<file path="src/sag_pkg.sv">
// Shared types and constants for the sprite animation graph block.
// No dependencies; every other file in src but sag_ram imports it.
package sag_pkg;

    localparam int NUM_ANIMS_DEF = 8;
    localparam int NUM_CONDS_DEF = 16;

    localparam int KIND_W   = 2;
    localparam int NOW_W    = 64;
    localparam int FLAG_W   = 16;
    localparam int SEL_W    = 3;
    localparam int FRAMES_W = 8;
    localparam int PERIOD_W = 16;
    localparam int FW_W     = 12;
    localparam int X_W      = 20;
    localparam int DESC_W   = FRAMES_W + PERIOD_W + 2;
    localparam int DIV_CNT_W = $clog2(NOW_W);

    localparam int APB_ADDR_W = 3;
    localparam int APB_DATA_W = 32;

    localparam logic [FW_W-1:0] FRAME_WIDTH_RESET = 12'd16;

    typedef enum logic [0:0] {
        REG_FRAME_WIDTH = 1'b0
    } reg_index_t;

    typedef enum logic [KIND_W-1:0] {
        KIND_TICK = 2'd0,
        KIND_ANIM = 2'd1,
        KIND_EDGE = 2'd2
    } kind_t;

    typedef enum logic [3:0] {
        ST_CLEAR,
        ST_IDLE,
        ST_PREP,
        ST_DECIDE,
        ST_DIV,
        ST_FOLD,
        ST_MULX,
        ST_SCAN_ISSUE,
        ST_SCAN,
        ST_DESC,
        ST_OUT
    } state_t;

    typedef struct packed {
        logic clear_wr;
        logic cap_tick;
        logic wr_anim;
        logic wr_edge;
        logic last_x_ld;
        logic div_init;
        logic div_step;
        logic fold;
        logic mulx;
        logic scan_start;
        logic scan_step;
        logic take_edge;
        logic load_out;
    } ctrl_cmd_t;

    typedef struct packed {
        logic clear_done;
        logic advance;
        logic period_zero;
        logic div_last;
        logic edge_hit;
        logic scan_last;
        logic out_free;
    } ctrl_stat_t;

endpackage

</file>
<file path="src/sag_in_if.sv">
// Input channel of the sprite animation graph: valid/ready plus one item.
// Depends on sag_pkg for field widths.
interface sag_in_if;
    import sag_pkg::*;

    logic                valid;
    logic                ready;
    logic [KIND_W-1:0]   kind;
    logic [NOW_W-1:0]    now_ms;
    logic [FLAG_W-1:0]   cond_flags;
    logic [SEL_W-1:0]    anim_sel;
    logic [SEL_W-1:0]    target_sel;
    logic [FRAMES_W-1:0] frame_count;
    logic [PERIOD_W-1:0] frame_period;
    logic                looping;
    logic                reversible;
    logic [FLAG_W-1:0]   edge_mask;

    modport source (
        output valid, kind, now_ms, cond_flags, anim_sel, target_sel,
               frame_count, frame_period, looping, reversible, edge_mask,
        input  ready
    );

    modport sink (
        input  valid, kind, now_ms, cond_flags, anim_sel, target_sel,
               frame_count, frame_period, looping, reversible, edge_mask,
        output ready
    );
endinterface

</file>
<file path="src/sag_out_if.sv">
// Result channel of the sprite animation graph: valid/ready plus one item.
// Depends on sag_pkg for field widths.
interface sag_out_if;
    import sag_pkg::*;

    logic                valid;
    logic                ready;
    logic [FRAMES_W-1:0] frame_index;
    logic [X_W-1:0]      frame_x;
    logic [SEL_W-1:0]    anim_current;
    logic                switched;

    modport source (
        output valid, frame_index, frame_x, anim_current, switched,
        input  ready
    );

    modport sink (
        input  valid, frame_index, frame_x, anim_current, switched,
        output ready
    );
endinterface

</file>
<file path="src/sag_ram.sv">
// Generic single-write, single-read RAM with registered read data.
// No dependencies.
module sag_ram #(
    parameter int WIDTH = 8,
    parameter int DEPTH = 16
) (
    input  logic                     clk,
    input  logic                     we,
    input  logic [$clog2(DEPTH)-1:0] waddr,
    input  logic [WIDTH-1:0]         wdata,
    input  logic [$clog2(DEPTH)-1:0] raddr,
    output logic [WIDTH-1:0]         rdata
);
    logic [WIDTH-1:0] mem [DEPTH];

    always_ff @(posedge clk)
    begin
        if (we)
        begin
            mem[waddr] <= wdata;
        end
        rdata <= mem[raddr];
    end
endmodule

</file>
<file path="src/sag_ctrl.sv">
// Sequencer of the sprite animation graph: clearing pass, item decode,
// divide, frame update, edge scan and result hand-off. Depends on sag_pkg.
module sag_ctrl (
    input  logic                      clk,
    input  logic                      rst_n,
    input  logic                      in_valid,
    input  logic [sag_pkg::KIND_W-1:0] in_kind,
    output logic                      in_ready,
    input  sag_pkg::ctrl_stat_t       stat,
    output sag_pkg::ctrl_cmd_t        cmd
);
    import sag_pkg::*;

    state_t state_reg;
    state_t state_next;

    always_ff @(posedge clk or negedge rst_n)
    begin
        if (!rst_n)
        begin
            state_reg <= ST_CLEAR;
        end
        else
        begin
            state_reg <= state_next;
        end
    end

    always_comb
    begin
        state_next = state_reg;
        unique case (state_reg)
            ST_CLEAR:
            begin
                if (stat.clear_done)
                begin
                    state_next = ST_IDLE;
                end
            end
            ST_IDLE:
            begin
                if (in_valid && (in_kind == KIND_TICK))
                begin
                    state_next = ST_PREP;
                end
            end
            ST_PREP:
            begin
                state_next = ST_DECIDE;
            end
            ST_DECIDE:
            begin
                if (!stat.advance)
                begin
                    state_next = ST_SCAN_ISSUE;
                end
                else if (stat.period_zero)
                begin
                    state_next = ST_FOLD;
                end
                else
                begin
                    state_next = ST_DIV;
                end
            end
            ST_DIV:
            begin
                if (stat.div_last)
                begin
                    state_next = ST_FOLD;
                end
            end
            ST_FOLD:
            begin
                state_next = ST_MULX;
            end
            ST_MULX:
            begin
                state_next = ST_SCAN_ISSUE;
            end
            ST_SCAN_ISSUE:
            begin
                state_next = ST_SCAN;
            end
            ST_SCAN:
            begin
                if (stat.edge_hit)
                begin
                    state_next = ST_DESC;
                end
                else if (stat.scan_last)
                begin
                    state_next = ST_OUT;
                end
            end
            ST_DESC:
            begin
                state_next = ST_OUT;
            end
            ST_OUT:
            begin
                if (stat.out_free)
                begin
                    state_next = ST_IDLE;
                end
            end
            default:
            begin
                state_next = ST_CLEAR;
            end
        endcase
    end

    always_comb
    begin
        cmd      = '0;
        in_ready = 1'b0;
        unique case (state_reg)
            ST_CLEAR:
            begin
                cmd.clear_wr = 1'b1;
            end
            ST_IDLE:
            begin
                in_ready = 1'b1;
                if (in_valid)
                begin
                    case (in_kind)
                        KIND_TICK: cmd.cap_tick = 1'b1;
                        KIND_ANIM: cmd.wr_anim  = 1'b1;
                        KIND_EDGE: cmd.wr_edge  = 1'b1;
                        default:   cmd          = '0;
                    endcase
                end
            end
            ST_PREP:
            begin
                cmd.last_x_ld = 1'b1;
            end
            ST_DECIDE:
            begin
                cmd.div_init = 1'b1;
            end
            ST_DIV:
            begin
                cmd.div_step = 1'b1;
            end
            ST_FOLD:
            begin
                cmd.fold = 1'b1;
            end
            ST_MULX:
            begin
                cmd.mulx = 1'b1;
            end
            ST_SCAN_ISSUE:
            begin
                cmd.scan_start = 1'b1;
            end
            ST_SCAN:
            begin
                cmd.scan_step = !stat.edge_hit && !stat.scan_last;
            end
            ST_DESC:
            begin
                cmd.take_edge = 1'b1;
            end
            ST_OUT:
            begin
                cmd.load_out = stat.out_free;
            end
            default:
            begin
                cmd = '0;
            end
        endcase
    end
endmodule

</file>
<file path="src/sag_dp.sv">
// Datapath of the sprite animation graph: tables, running descriptor,
// serial divider with folded modulo, frame offset multiply, edge check.
// Depends on sag_pkg and sag_ram.
module sag_dp #(
    parameter int NUM_ANIMS = sag_pkg::NUM_ANIMS_DEF,
    parameter int NUM_CONDS = sag_pkg::NUM_CONDS_DEF
) (
    input  logic                          clk,
    input  logic                          rst_n,
    input  sag_pkg::ctrl_cmd_t            cmd,
    output sag_pkg::ctrl_stat_t           stat,
    input  logic [sag_pkg::FW_W-1:0]      frame_width,
    input  logic [sag_pkg::NOW_W-1:0]     now_ms,
    input  logic [sag_pkg::FLAG_W-1:0]    cond_flags,
    input  logic [sag_pkg::SEL_W-1:0]     anim_sel,
    input  logic [sag_pkg::SEL_W-1:0]     target_sel,
    input  logic [sag_pkg::FRAMES_W-1:0]  frame_count,
    input  logic [sag_pkg::PERIOD_W-1:0]  frame_period,
    input  logic                          looping,
    input  logic                          reversible,
    input  logic [sag_pkg::FLAG_W-1:0]    edge_mask,
    output logic                          out_valid,
    input  logic                          out_ready,
    output logic [sag_pkg::FRAMES_W-1:0]  frame_index,
    output logic [sag_pkg::X_W-1:0]       frame_x,
    output logic [sag_pkg::SEL_W-1:0]     anim_current,
    output logic                          switched
);
    import sag_pkg::*;

    localparam int AW     = $clog2(NUM_ANIMS);
    localparam int EAW    = 2 * AW;
    localparam int MASK_W = (NUM_CONDS < FLAG_W) ? NUM_CONDS : FLAG_W;
    localparam int EDGE_W = MASK_W + 1;
    localparam logic [AW-1:0] LAST_ANIM = AW'(NUM_ANIMS - 1);

    // selector decode and table writes
    logic [AW-1:0]        sel_a;
    logic [AW-1:0]        tgt_a;
    logic                 sel_ok;
    logic                 tgt_ok;
    logic                 edge_ok;
    logic [NUM_ANIMS-1:0] user_written_reg;
    logic [EAW-1:0]       clr_cnt_reg;

    // running descriptor and visible state
    logic [FRAMES_W-1:0]  run_frames_reg;
    logic [PERIOD_W-1:0]  run_period_reg;
    logic                 run_loop_reg;
    logic                 run_rev_reg;
    logic [AW-1:0]        active_reg;
    logic [X_W-1:0]       source_x_reg;
    logic [FRAMES_W-1:0]  shown_reg;
    logic                 switched_reg;
    logic                 out_valid_reg;

    // per-tick work registers
    logic [NOW_W-1:0]     dvd_reg;
    logic [PERIOD_W-1:0]  rem_reg;
    logic [FRAMES_W:0]    r2_reg;
    logic [DIV_CNT_W-1:0] div_cnt_reg;
    logic [FRAMES_W-1:0]  factor_reg;
    logic [X_W-1:0]       last_x_reg;
    logic [MASK_W-1:0]    flags_reg;
    logic [AW-1:0]        scan_reg;
    logic [FRAMES_W-1:0]  out_frame_reg;
    logic [X_W-1:0]       out_x_reg;
    logic [SEL_W-1:0]     out_anim_reg;
    logic                 out_sw_reg;

    logic [FRAMES_W-1:0]  frames_eff;
    logic [FRAMES_W:0]    mod_m;
    logic [FRAMES_W-1:0]  mul_b;
    logic [X_W-1:0]       prod;
    logic [PERIOD_W:0]    rem_sh;
    logic                 q_bit;
    logic [PERIOD_W-1:0]  rem_next;
    logic [FRAMES_W+1:0]  r2_sh;
    logic [FRAMES_W:0]    r2_next;
    logic [FRAMES_W-1:0]  folded;

    logic                 edge_we;
    logic [EAW-1:0]       edge_waddr;
    logic [EDGE_W-1:0]    edge_wdata;
    logic [AW-1:0]        edge_rd_t;
    logic [EDGE_W-1:0]    edge_rdata;
    logic [DESC_W-1:0]    anim_rdata;
    logic [DESC_W-1:0]    new_desc;

    assign sel_a   = AW'(anim_sel);
    assign tgt_a   = AW'(target_sel);
    assign sel_ok  = 32'(anim_sel) < NUM_ANIMS;
    assign tgt_ok  = 32'(target_sel) < NUM_ANIMS;
    // entry 0 counts as written from reset
    assign edge_ok = sel_ok && tgt_ok
                     && (user_written_reg[sel_a] || (sel_a == '0))
                     && (user_written_reg[tgt_a] || (tgt_a == '0));

    assign edge_we    = cmd.clear_wr || (cmd.wr_edge && edge_ok);
    assign edge_waddr = cmd.clear_wr ? clr_cnt_reg : {sel_a, tgt_a};
    assign edge_wdata = cmd.clear_wr ? '0 : {1'b1, edge_mask[MASK_W-1:0]};
    assign edge_rd_t  = cmd.scan_step ? AW'(scan_reg + 1'b1) : '0;

    sag_ram #(
        .WIDTH (EDGE_W),
        .DEPTH (1 << EAW)
    ) u_edge_ram (
        .clk   (clk),
        .we    (edge_we),
        .waddr (edge_waddr),
        .wdata (edge_wdata),
        .raddr ({active_reg, edge_rd_t}),
        .rdata (edge_rdata)
    );

    sag_ram #(
        .WIDTH (DESC_W),
        .DEPTH (NUM_ANIMS)
    ) u_anim_ram (
        .clk   (clk),
        .we    (cmd.wr_anim && sel_ok),
        .waddr (sel_a),
        .wdata ({frame_count, frame_period, looping, reversible}),
        .raddr (scan_reg),
        .rdata (anim_rdata)
    );

    // entry 0 falls back to its preset until it is written
    assign new_desc = ((scan_reg == '0) && !user_written_reg[0])
                      ? {FRAMES_W'(1), PERIOD_W'(0), 1'b0, 1'b0}
                      : anim_rdata;

    assign frames_eff = (run_frames_reg == '0) ? FRAMES_W'(1) : run_frames_reg;
    assign mod_m      = {frames_eff, 1'b0};
    assign mul_b      = cmd.mulx ? factor_reg : frames_eff - 1'b1;
    assign prod       = {{(X_W-FW_W){1'b0}}, frame_width}
                        * {{(X_W-FRAMES_W){1'b0}}, mul_b};

    // restoring divide step; each quotient bit is folded into the
    // running remainder modulo 2*frames, MSB first
    assign rem_sh   = {rem_reg, dvd_reg[NOW_W-1]};
    assign q_bit    = rem_sh >= {1'b0, run_period_reg};
    assign rem_next = q_bit ? PERIOD_W'(rem_sh - {1'b0, run_period_reg})
                            : PERIOD_W'(rem_sh);
    assign r2_sh    = {r2_reg, q_bit};
    assign r2_next  = (r2_sh >= {1'b0, mod_m}) ? (FRAMES_W+1)'(r2_sh - {1'b0, mod_m})
                                               : (FRAMES_W+1)'(r2_sh);

    always_comb
    begin
        folded = FRAMES_W'(r2_reg);
        if (r2_reg >= {1'b0, frames_eff})
        begin
            folded = run_rev_reg ? FRAMES_W'(mod_m - 1'b1 - r2_reg)
                                 : FRAMES_W'(r2_reg - {1'b0, frames_eff});
        end
    end

    assign stat.clear_done  = &clr_cnt_reg;
    assign stat.advance     = run_loop_reg || (source_x_reg != last_x_reg);
    assign stat.period_zero = run_period_reg == '0;
    assign stat.div_last    = &div_cnt_reg;
    assign stat.edge_hit    = edge_rdata[MASK_W]
                              && ((edge_rdata[MASK_W-1:0] & ~flags_reg) == '0);
    assign stat.scan_last   = scan_reg == LAST_ANIM;
    assign stat.out_free    = !out_valid_reg || out_ready;

    always_ff @(posedge clk or negedge rst_n)
    begin
        if (!rst_n)
        begin
            user_written_reg <= '0;
            clr_cnt_reg      <= '0;
            run_frames_reg   <= FRAMES_W'(1);
            run_period_reg   <= '0;
            run_loop_reg     <= 1'b0;
            run_rev_reg      <= 1'b0;
            active_reg       <= '0;
            source_x_reg     <= '0;
            shown_reg        <= '0;
            switched_reg     <= 1'b0;
            out_valid_reg    <= 1'b0;
            div_cnt_reg      <= '0;
            scan_reg         <= '0;
        end
        else
        begin
            if (cmd.clear_wr)
            begin
                clr_cnt_reg <= clr_cnt_reg + 1'b1;
            end
            if (cmd.wr_anim && sel_ok)
            begin
                user_written_reg[sel_a] <= 1'b1;
            end
            if (cmd.cap_tick)
            begin
                switched_reg <= 1'b0;
            end
            if (cmd.div_init)
            begin
                div_cnt_reg <= '0;
            end
            else if (cmd.div_step)
            begin
                div_cnt_reg <= div_cnt_reg + 1'b1;
            end
            if (cmd.mulx)
            begin
                shown_reg    <= factor_reg;
                source_x_reg <= prod;
            end
            if (cmd.scan_start)
            begin
                scan_reg <= '0;
            end
            else if (cmd.scan_step)
            begin
                scan_reg <= scan_reg + 1'b1;
            end
            if (cmd.take_edge)
            begin
                active_reg     <= scan_reg;
                run_frames_reg <= new_desc[DESC_W-1 -: FRAMES_W];
                run_period_reg <= new_desc[2 +: PERIOD_W];
                run_loop_reg   <= new_desc[1];
                run_rev_reg    <= new_desc[0];
                source_x_reg   <= '0;
                shown_reg      <= '0;
                switched_reg   <= 1'b1;
            end
            if (cmd.load_out)
            begin
                out_valid_reg <= 1'b1;
            end
            else if (out_ready)
            begin
                out_valid_reg <= 1'b0;
            end
        end
    end

    always_ff @(posedge clk)
    begin
        if (cmd.cap_tick)
        begin
            dvd_reg   <= now_ms;
            flags_reg <= cond_flags[MASK_W-1:0];
        end
        else if (cmd.div_step)
        begin
            dvd_reg <= {dvd_reg[NOW_W-2:0], 1'b0};
        end
        if (cmd.last_x_ld)
        begin
            last_x_reg <= prod;
        end
        if (cmd.div_init)
        begin
            rem_reg <= '0;
            r2_reg  <= '0;
        end
        else if (cmd.div_step)
        begin
            rem_reg <= rem_next;
            r2_reg  <= r2_next;
        end
        if (cmd.fold)
        begin
            factor_reg <= stat.period_zero ? '0 : folded;
        end
        if (cmd.load_out)
        begin
            out_frame_reg <= shown_reg;
            out_x_reg     <= source_x_reg;
            out_anim_reg  <= SEL_W'(active_reg);
            out_sw_reg    <= switched_reg;
        end
    end

    assign out_valid    = out_valid_reg;
    assign frame_index  = out_frame_reg;
    assign frame_x      = out_x_reg;
    assign anim_current = out_anim_reg;
    assign switched     = out_sw_reg;
endmodule

</file>
<file path="src/sprite_animation_graph_top.sv">
// Top level of the sprite animation graph: APB register, sequencer, datapath.
// Depends on sag_pkg, sag_in_if, sag_out_if, sag_ctrl and sag_dp.
//
//   Channel   Dir  Handshake               Carries
//   in_ch     in   valid/ready             tick, animation write or edge write
//   out_ch    out  valid/ready             frame index, x offset, animation, switched
//   APB       in   psel/penable/pwrite     frame_width at byte address 0
//
// A descriptor or edge write gives no result and leaves the sequencer idle.
// A tick runs from acceptance to result through the 64-step serial divider, when the
// frame advances with a nonzero period, and the one-edge-per-cycle scan of the edge
// RAM, which takes the first matching target; a held frame or a zero period skips
// the divider.
// After reset all 4**clog2(NUM_ANIMS) entries of the edge RAM (64 by default) are
// swept clear before the first item is taken.
// A result waiting on out_ch does not block input; a finished tick holds
// until the output register is free.
module sprite_animation_graph_top #(
    parameter int NUM_ANIMS = sag_pkg::NUM_ANIMS_DEF,
    parameter int NUM_CONDS = sag_pkg::NUM_CONDS_DEF
) (
    input  logic                              clk,
    input  logic                              rst_n,
    input  logic                              psel,
    input  logic                              penable,
    input  logic                              pwrite,
    input  logic [sag_pkg::APB_ADDR_W-1:0]    paddr,
    input  logic [sag_pkg::APB_DATA_W-1:0]    pwdata,
    output logic [sag_pkg::APB_DATA_W-1:0]    prdata,
    output logic                              pready,
    sag_in_if.sink                            in_ch,
    sag_out_if.source                         out_ch
);
    import sag_pkg::*;

    logic [FW_W-1:0] frame_width_reg;
    reg_index_t      reg_idx;
    ctrl_cmd_t       cmd;
    ctrl_stat_t      stat;
    logic            in_ready;

    assign pready  = 1'b1;
    assign reg_idx = reg_index_t'(paddr[APB_ADDR_W-1]);

    always_ff @(posedge clk or negedge rst_n)
    begin
        if (!rst_n)
        begin
            frame_width_reg <= FRAME_WIDTH_RESET;
        end
        else if (psel && penable && pwrite && pready)
        begin
            unique case (reg_idx)
                REG_FRAME_WIDTH: frame_width_reg <= pwdata[FW_W-1:0];
                default:         frame_width_reg <= frame_width_reg;
            endcase
        end
    end

    always_comb
    begin
        unique case (reg_idx)
            REG_FRAME_WIDTH: prdata = {{(APB_DATA_W-FW_W){1'b0}}, frame_width_reg};
            default:         prdata = '0;
        endcase
    end

    sag_ctrl u_ctrl (
        .clk      (clk),
        .rst_n    (rst_n),
        .in_valid (in_ch.valid),
        .in_kind  (in_ch.kind),
        .in_ready (in_ready),
        .stat     (stat),
        .cmd      (cmd)
    );

    assign in_ch.ready = in_ready;

    sag_dp #(
        .NUM_ANIMS (NUM_ANIMS),
        .NUM_CONDS (NUM_CONDS)
    ) u_dp (
        .clk          (clk),
        .rst_n        (rst_n),
        .cmd          (cmd),
        .stat         (stat),
        .frame_width  (frame_width_reg),
        .now_ms       (in_ch.now_ms),
        .cond_flags   (in_ch.cond_flags),
        .anim_sel     (in_ch.anim_sel),
        .target_sel   (in_ch.target_sel),
        .frame_count  (in_ch.frame_count),
        .frame_period (in_ch.frame_period),
        .looping      (in_ch.looping),
        .reversible   (in_ch.reversible),
        .edge_mask    (in_ch.edge_mask),
        .out_valid    (out_ch.valid),
        .out_ready    (out_ch.ready),
        .frame_index  (out_ch.frame_index),
        .frame_x      (out_ch.frame_x),
        .anim_current (out_ch.anim_current),
        .switched     (out_ch.switched)
    );
endmodule

</file>
<file path="src/flat_wrapper.sv">
// flat-port wrapper written by rule: the top's interface ports become plain ports
module sprite_animation_graph_top_flat import sag_pkg::*;
#(
    parameter int NUM_ANIMS = sag_pkg::NUM_ANIMS_DEF,
    parameter int NUM_CONDS = sag_pkg::NUM_CONDS_DEF
)
  (clk, rst_n, psel, penable, pwrite, paddr, pwdata, prdata, pready, in_ch_valid, in_ch_kind, in_ch_now_ms, in_ch_cond_flags, in_ch_anim_sel, in_ch_target_sel, in_ch_frame_count, in_ch_frame_period, in_ch_looping, in_ch_reversible, in_ch_edge_mask, in_ch_ready, out_ch_valid, out_ch_frame_index, out_ch_frame_x, out_ch_anim_current, out_ch_switched, out_ch_ready);
  sag_in_if in_ch_i ();
  sag_out_if out_ch_i ();
  input  logic clk;
  input  logic rst_n;
  input  logic psel;
  input  logic penable;
  input  logic pwrite;
  input  logic [sag_pkg::APB_ADDR_W-1:0] paddr;
  input  logic [sag_pkg::APB_DATA_W-1:0] pwdata;
  output logic [sag_pkg::APB_DATA_W-1:0] prdata;
  output logic pready;
  input wire logic [$bits(in_ch_i.valid)-1:0] in_ch_valid;
  input wire logic [$bits(in_ch_i.kind)-1:0] in_ch_kind;
  input wire logic [$bits(in_ch_i.now_ms)-1:0] in_ch_now_ms;
  input wire logic [$bits(in_ch_i.cond_flags)-1:0] in_ch_cond_flags;
  input wire logic [$bits(in_ch_i.anim_sel)-1:0] in_ch_anim_sel;
  input wire logic [$bits(in_ch_i.target_sel)-1:0] in_ch_target_sel;
  input wire logic [$bits(in_ch_i.frame_count)-1:0] in_ch_frame_count;
  input wire logic [$bits(in_ch_i.frame_period)-1:0] in_ch_frame_period;
  input wire logic [$bits(in_ch_i.looping)-1:0] in_ch_looping;
  input wire logic [$bits(in_ch_i.reversible)-1:0] in_ch_reversible;
  input wire logic [$bits(in_ch_i.edge_mask)-1:0] in_ch_edge_mask;
  output wire logic [$bits(in_ch_i.ready)-1:0] in_ch_ready;
  output wire logic [$bits(out_ch_i.valid)-1:0] out_ch_valid;
  output wire logic [$bits(out_ch_i.frame_index)-1:0] out_ch_frame_index;
  output wire logic [$bits(out_ch_i.frame_x)-1:0] out_ch_frame_x;
  output wire logic [$bits(out_ch_i.anim_current)-1:0] out_ch_anim_current;
  output wire logic [$bits(out_ch_i.switched)-1:0] out_ch_switched;
  input wire logic [$bits(out_ch_i.ready)-1:0] out_ch_ready;
  assign in_ch_i.valid = in_ch_valid;
  assign in_ch_i.kind = in_ch_kind;
  assign in_ch_i.now_ms = in_ch_now_ms;
  assign in_ch_i.cond_flags = in_ch_cond_flags;
  assign in_ch_i.anim_sel = in_ch_anim_sel;
  assign in_ch_i.target_sel = in_ch_target_sel;
  assign in_ch_i.frame_count = in_ch_frame_count;
  assign in_ch_i.frame_period = in_ch_frame_period;
  assign in_ch_i.looping = in_ch_looping;
  assign in_ch_i.reversible = in_ch_reversible;
  assign in_ch_i.edge_mask = in_ch_edge_mask;
  assign in_ch_ready = in_ch_i.ready;
  assign out_ch_valid = out_ch_i.valid;
  assign out_ch_frame_index = out_ch_i.frame_index;
  assign out_ch_frame_x = out_ch_i.frame_x;
  assign out_ch_anim_current = out_ch_i.anim_current;
  assign out_ch_switched = out_ch_i.switched;
  assign out_ch_i.ready = out_ch_ready;
  sprite_animation_graph_top #(.NUM_ANIMS(NUM_ANIMS), .NUM_CONDS(NUM_CONDS)) u_core (.clk(clk), .rst_n(rst_n), .psel(psel), .penable(penable), .pwrite(pwrite), .paddr(paddr), .pwdata(pwdata), .prdata(prdata), .pready(pready), .in_ch(in_ch_i), .out_ch(out_ch_i));
endmodule
</file>
<file path="config.mk">
export PLATFORM = sky130hd
export DESIGN_NAME = sprite_animation_graph_top_flat
export DESIGN_NICKNAME = d
export VERILOG_FILES = /design/src/sag_pkg.sv /design/src/sag_in_if.sv /design/src/sag_out_if.sv /design/src/sag_ram.sv /design/src/sag_ctrl.sv /design/src/sag_dp.sv /design/src/sprite_animation_graph_top.sv /design/src/flat_wrapper.sv
export SDC_FILE = /design/constraint.sdc
export NUM_CORES = 2
export LEC_CHECK = 0
export BUFFER_PORTS_ARGS = -buffer_cell sky130_fd_sc_hd__buf_2
export CORE_ASPECT_RATIO = 1.75
export CORE_MARGIN = 2
export CORE_UTILIZATION = 57
export DETAILED_ROUTE_END_ITERATION = 12
export GPL_TIMING_DRIVEN = 0
export PLACE_DENSITY = 0.74
export SYNTH_ARGS = -nofsm -noshare
export SYNTH_HDL_FRONTEND = slang
export SYNTH_SLANG_ARGS = --single-unit
</file>
<file path="constraint.sdc">
create_clock -name clk -period 12.2 [get_ports clk]
set_input_delay 2.44 -clock clk [delete_from_list [all_inputs] [get_ports clk]]
set_output_delay 2.44 -clock clk [all_outputs]
set_load 0.02 [all_outputs]
</file>
# Word-level counts from Yosys, hierarchy flattened
# Memory sizes are Yosys's and may differ from the RTL's. A register that Yosys moved wholly into a read port is not among the register bits.
# Index checks and enable logic that the tools add are counted.
# word_totals
reg_bits,263
ram_bits,1296
input_bits,172
memories,2
# op_classes
n_addsub,9
n_mul,1
magnitude_cmp,6
n_eq_ne,19
muxes,60
bitwise_logic,4
reduce_logical,36
# mem_list
name,words,width,read_ports,rd_ports_with_merged_regs,wr,line_no,rtl
u_core.u_dp.u_edge_ram.mem,64,17,1,1,1,sag_ram.sv:14,logic [WIDTH-1:0] mem [DEPTH];
u_core.u_dp.u_anim_ram.mem,8,26,1,1,1,sag_ram.sv:14,
# op_table
operator,n
$mux W64,2
$mux W8,6
$pmux W4 S11,1
$mux W20,2
$logic_not A16 Y1,2
$mux W26,1
$mux W12,2
$mux W4,6
$mul A12 B8 Y20,1
$ne A20 B20 Y1,1
$pmux W1 S2,10
$mux W6,3
$ge A17 B16 Y1,1
$mux W17,1
$and A16 B16 Y16,1
$eq A4 B3 Y1 const B,4
$mux W1,16
$mux W16,1
$not A16 Y16,1
$sub A16 B16 Y16,1
$sub A8 B1 Y8 const B,2
$sub A8 B8 Y8,2
$add A6 B1 Y6 const B,2
$eq A4 B4 Y1 const B,3
other kinds (32),63

# Longest topological paths before layout
# logic_depth
word_depth,9
mapped_depth,26
depth_no_buf,25

# By module
# From an unflattened synthesis, not the netlist that was laid out.
# unflattened
cells_unflattened,3771
area_unflattened_um2,66948.0
# modules_own_cells
mod,n_inst,cells_each,area_per_inst_um2
sag_ram (u_core.u_dp.u_edge_ram),1,1953,42344.4
sag_dp,1,1364,14886.8
sag_ram (u_core.u_dp.u_anim_ram),1,340,8563.2
sprite_animation_graph_top,1,62,755.7
sag_ctrl,1,52,397.9

# Worst setup path before layout
# Ideal clock, no wire load.
# synth_timing
path_kind,in2reg
startpoint,input port in_ch_valid
endpoint,"register u_core.u_dp.dvd_reg[0], enable pin"
setup_time_ps,433
t_arrival_ps,5541
t_required_ps,11767
path_slack_ps,6226
stages,5
path_buffers,2
path_cell_list,nand2_1 > nor3_1 > clkbuf_1 > clkbuf_1 > nand2b_1
# synth_lines
item,line_no,rtl
start: declaration,flat_wrapper.sv:19,input wire logic [$bits(in_ch_i.valid)-1:0] in_ch_valid;
end signal: assignment,sag_dp.sv:247,dvd_reg <= now_ms;
end signal: assignment,sag_dp.sv:252,"dvd_reg <= {dvd_reg[NOW_W-2:0], 1'b0};"
end: declaration,sag_dp.sv:58,logic [NOW_W-1:0] dvd_reg;

# Worst setup path after layout
# layout_timing
startpoint,register u_core.u_dp.scan_reg[0]
endpoint,"register u_core.u_dp.u_edge_ram.rdata[7], read port of u_core.u_dp.u_edge_ram.mem"
# layout_via
elab_chain_cells,5
word_cells_on_any_way,6
classes_between,add/sub: 1; eq/ne: 1; mux: 2; reduce/logical: 2
# layout_lines
item,line_no,rtl
start: declaration,sag_dp.sv:65,logic [AW-1:0] scan_reg;
start signal: assignment,sag_dp.sv:219,scan_reg <= scan_reg + 1'b1;
$eq A3 B3 Y1,sag_dp.sv:165,assign stat.scan_last = scan_reg == LAST_ANIM;
$logic_not A1 Y1,sag_ctrl.sv:162,cmd.scan_step = !stat.edge_hit && !stat.scan_last;
$logic_and A1 B1 Y1,sag_ctrl.sv:162,
$pmux W1 S2,sag_ctrl.sv:118,unique case (state_reg)
$mux W3 *,sag_dp.sv:102,assign edge_rd_t = cmd.scan_step ? AW'(scan_reg + 1'b1) : '0;
end: declaration,sag_ram.sv:12,output logic [WIDTH-1:0] rdata
# Mark *: on every way between the ends. The rest lies on a longest branch, timed or not.
# A chain may end at the register's enable or synchronous reset.

==> results.py <==
metrics = {
    "finish": {
        "largest_register_ffs": 1088,
        "most-common-layout-cells": "1436 x sky130_fd_sc_hd__edfxtp_1, 301 x sky130_fd_sc_hd__mux2i_1, 290 x sky130_fd_sc_hd__nor2_1, 232 x sky130_fd_sc_hd__buf_2, 230 x sky130_fd_sc_hd__clkbuf_1",
        "layout-drive-gt1-share_pct": 16.9,
        "most_common_cell_after_layout_fill_and_taps_aside": "sky130_fd_sc_hd__edfxtp_1",
        "nets": 5324,
        "finish.cell_count_without_fillers": 6657,
        "syn_to_final_growth_pct": 14.0,
        "fill_count": 8225,
    },
    "worst_setup_path": {
        "slowest_delay_ps": 800,
        "worst_ep_required_time_ps": 12920,
        "reg2reg_depth": 13,
        "startpoint_class_of_the_critical_path": "register",
        "worst_ep_arrival_time_ps": 8700,
        "cp_cell_sequence": "clkbuf_1, inv_2, clkbuf_1, clkbuf_1, buf_1, clkbuf_1, ha_1, o211ai_2, nor2_1, clkbuf_1, o221ai_1, a32oi_1, or4_1",
        "critPathMaxFanout": 10,
        "cp_common_cell": "sky130_fd_sc_hd__clkbuf_1",
        "cpMaxStageDelayCell": "sky130_fd_sc_hd__a32oi_1",
        "critPathCaptureType": "register",
        "timing.setup.critical_path_class": "reg -> reg",
    },
    "grt": {
        "first_pass_grt_wire_length_um": 299000,
        "antenna_found_initial": 28,
        "grt-ovfl-total": 0,
        "grt_pass1_vias": 43000,
        "global_route.usage.total_pct": 34.9,
        "grt_start_max_net_pins": 66,
    },
    "routing": {
        "sum_of_met3_wire_segment_lengths_after_detailed_routing_um": 22500,
        "route.detailed.vias_per_inst": 6.58,
        "routed.top_layer": "met5",
        "drc_errors": 3,
        "met2_wirelength_um": 102000,
        "wire_length_on_met1_um": 70000,
        "drt.antenna.violating_nets": 0,
        "drt_first_pass_iters": 11,
        "post_dr_wirelength_cell_um": 31.9,
        "route.vias.total": 43800,
        "number_of_drc_markers_after_the_initial_detailed_route_iteration": 5992,
        "wirelength_um": 213000,
    },
    "job": {
        "max_cap_violations": 2,
    },
    "pwr": {
        "vdd_ir_drop_max_mv": 0.129,
        "switching_share_pct": 20.1,
        "power_density_nw_per_um2": 136,
        "switching_pwr_mw": 2.12,
        "pwr-share-seq_pct": 56.3,
        "reported_leakage_power_nw": 22.9,
        "cellInternalPower_mw": 8.41,
        "pwr-share-comb_pct": 1.0,
        "fraction_of_power_consumed_by_the_clock_network_pct": 42.7,
    },
    "sta": {
        "setup_viol": 0,
        "layout_min_cycle_time_ps": 7980,
        "fmax_mhz": 125,
        "tightestPinTransition_ps": 1610,
        "rsz_0062_raised_after_global_routing": "no",
        "holdWs_ps": 440,
        "slew_viol_final": 6,
        "timing.max_slew.rel_slack_pct": -10.2,
        "final.setup_skew_ps": 17.2,
        "number_of_hold_violations_in_the_final_report": 0,
        "setup-tns-final_ps": 0,
        "fin_crit_share_pct": 65.4,
    },
    "clock_network": {
        "worstSkewPairLatency_ps": 800,
        "cts_buffer_depth": 3,
        "cts.clk_slew.worst_paths_ps": 70,
        "cts-buffers-inserted": 142,
        "postCtsHoldBufs": 0,
        "htreeDepth": 4,
        "post-cts-setup-buffers": 0,
        "post_cts_resized": 0,
        "clock_sinks": 1602,
        "cts_tree": "done",
        "cts.root.buffer_cell": "sky130_fd_sc_hd__clkbuf_16",
    },
    "synthesis": {
        "syn_area_um2": 67800,
        "synthArstFlopShare_pct": 6.12,
        "synth_edf_count": 1436,
        "postSynthAreaPerCell_um2": 14.8,
        "synthDistinctLibCells": 75,
        "synth_warnings": 0,
        "syn_inst": 4566,
        "ff_latch_count_synth": 1602,
        "synth_ff_type": "sky130_fd_sc_hd__edfxtp_1",
        "synth.yosys.seq_area_share_pct": 69.2,
    },
    "min_path": {
        "timing.hold.worst_path_depth": 2,
        "min_delay_path_class": "reg -> reg",
    },
    "placement": {
        "placed_cells": 6389,
        "gp_congestion": 1.05,
        "hpwl_um": 149000,
        "placement.io_buffers": 194,
    },
    "floorplan": {
        "initial_standard_cell_utilization_of_the_core_pct": 57.3,
        "placeableCoreArea_um2": 118000,
        "die_height_um": 460,
        "die-area_um2": 122000,
        "design.portCount": 239,
        "num_rows": 167,
        "floorplan.die.width_um": 265,
    },
    "run_status": {
        "result_of_the_run": "finished, violations left",
        "violations_in_the_final_reports": "design-rule violations, max-capacitance violations, max-slew violations",
    },
}
[critical path, delay by kind of cell (launching register included)]
family	cells	cell delay (ps)
fa+ha+maj	1	790
buf+inv	7	3980
simple gates	2	970
compound gates	3	1700
flops	1	420
[per-stage QoR]
stage	area [µm²]	total power, mW	worst slack [ps]	utilization, %
5_1_grt	77300	10.7	4460	65.3
3_5_place_dp	72600	6.15	4970	61.4
4_1_cts	77200	10.5	4930	65.3
2_1_floorplan	67900	6.08	6230	-
6_report	77300	10.5	4220	65.3
3_3_place_gp	70700	6.15	4240	59.8
[synth_stat cells, drive strengths merged (79+ instances only)]
cell type	number	share of area, %
nor2	360	2.0
buf	102	0.83
nand2	197	1.1
inv	130	0.72
o211ai	79	0.88
mux2	127	2.1
o221ai	101	1.3
o21ai	117	0.86
mux2i	304	4.5
dfrtp	96	3.5
clkbuf	205	1.1
a21oi	225	1.7
edfxtp	1436	64
[final timing paths]
path | from | endpoint | slack (ps)
min in group asynchronous | rst_n | u_core.u_dp.run_rev_reg | 1620
hold reg to reg | u_core.u_dp.u_anim_ram.rdata[12] | u_core.u_dp.run_period_reg[10] | 440
hold / removal | u_core.u_dp.u_anim_ram.rdata[12] | u_core.u_dp.run_period_reg[10] | 440
setup / recovery | u_core.u_dp.scan_reg[0] | u_core.u_dp.u_edge_ram.rdata[7] | 4220
setup reg to reg | u_core.u_dp.scan_reg[0] | u_core.u_dp.u_edge_ram.rdata[7] | 4220
max in group asynchronous | rst_n | u_core.u_dp.div_cnt_reg[1] | 9840
[layer usage]
metal / vias to the layer above / GRT usage (%)
met1: 21700 / 40.7
met2: 2987 / 57.4
met5: - / 0
met3: 781 / 8.45
li1: 18400 / -
met4: 16 / 24.0
[cell families after synthesis]
logic type | after synthesis | share of synthesized area (%)
and+or+nand+nor | 974 | 6.78
DFF | 1602 | 69.2
xor gates and xnor gates | 71 | 0.917
other | 2 | 0.0111
muxes | 484 | 8.36
buffers and inverters | 438 | 2.69
adders and majority gates | 139 | 3.26
AOI/OAI and AO/OA | 856 | 8.74
[power groups by stage]
| stage | registers [mW] | clock network, mW | logic (mW) |
|---|---|---|---|
| 5_1_grt | 5.92 | 4.68 | 0.118 |
| 3_5_place_dp | 6.04 | 0 | 0.109 |
| 3_3_place_gp | 6.04 | 0 | 0.104 |
| 6_report | 5.92 | 4.49 | 0.109 |
| 2_1_floorplan | 6.03 | 0 | 0.0501 |
| 4_1_cts | 5.92 | 4.49 | 0.109 |
[area by class of cell]
type | instances | area [µm²] | area share, %
Clock inverter | 74 | 682 | 0.882
Timing Repair Buffer | 284 | 2610 | 3.38
Antenna cell | 9 | 22.5 | 0.0291
Clock buffer | 184 | 3910 | 5.05
Tap cell | 1521 | 1900 | 2.46
Multi-Input combinational cell | 2545 | 19400 | 25.1
Buffer | 307 | 1330 | 1.73
Sequential cell | 1602 | 46900 | 60.7
Inverter | 131 | 492 | 0.636
Note: power is estimated with default switching activity, not from simulation.
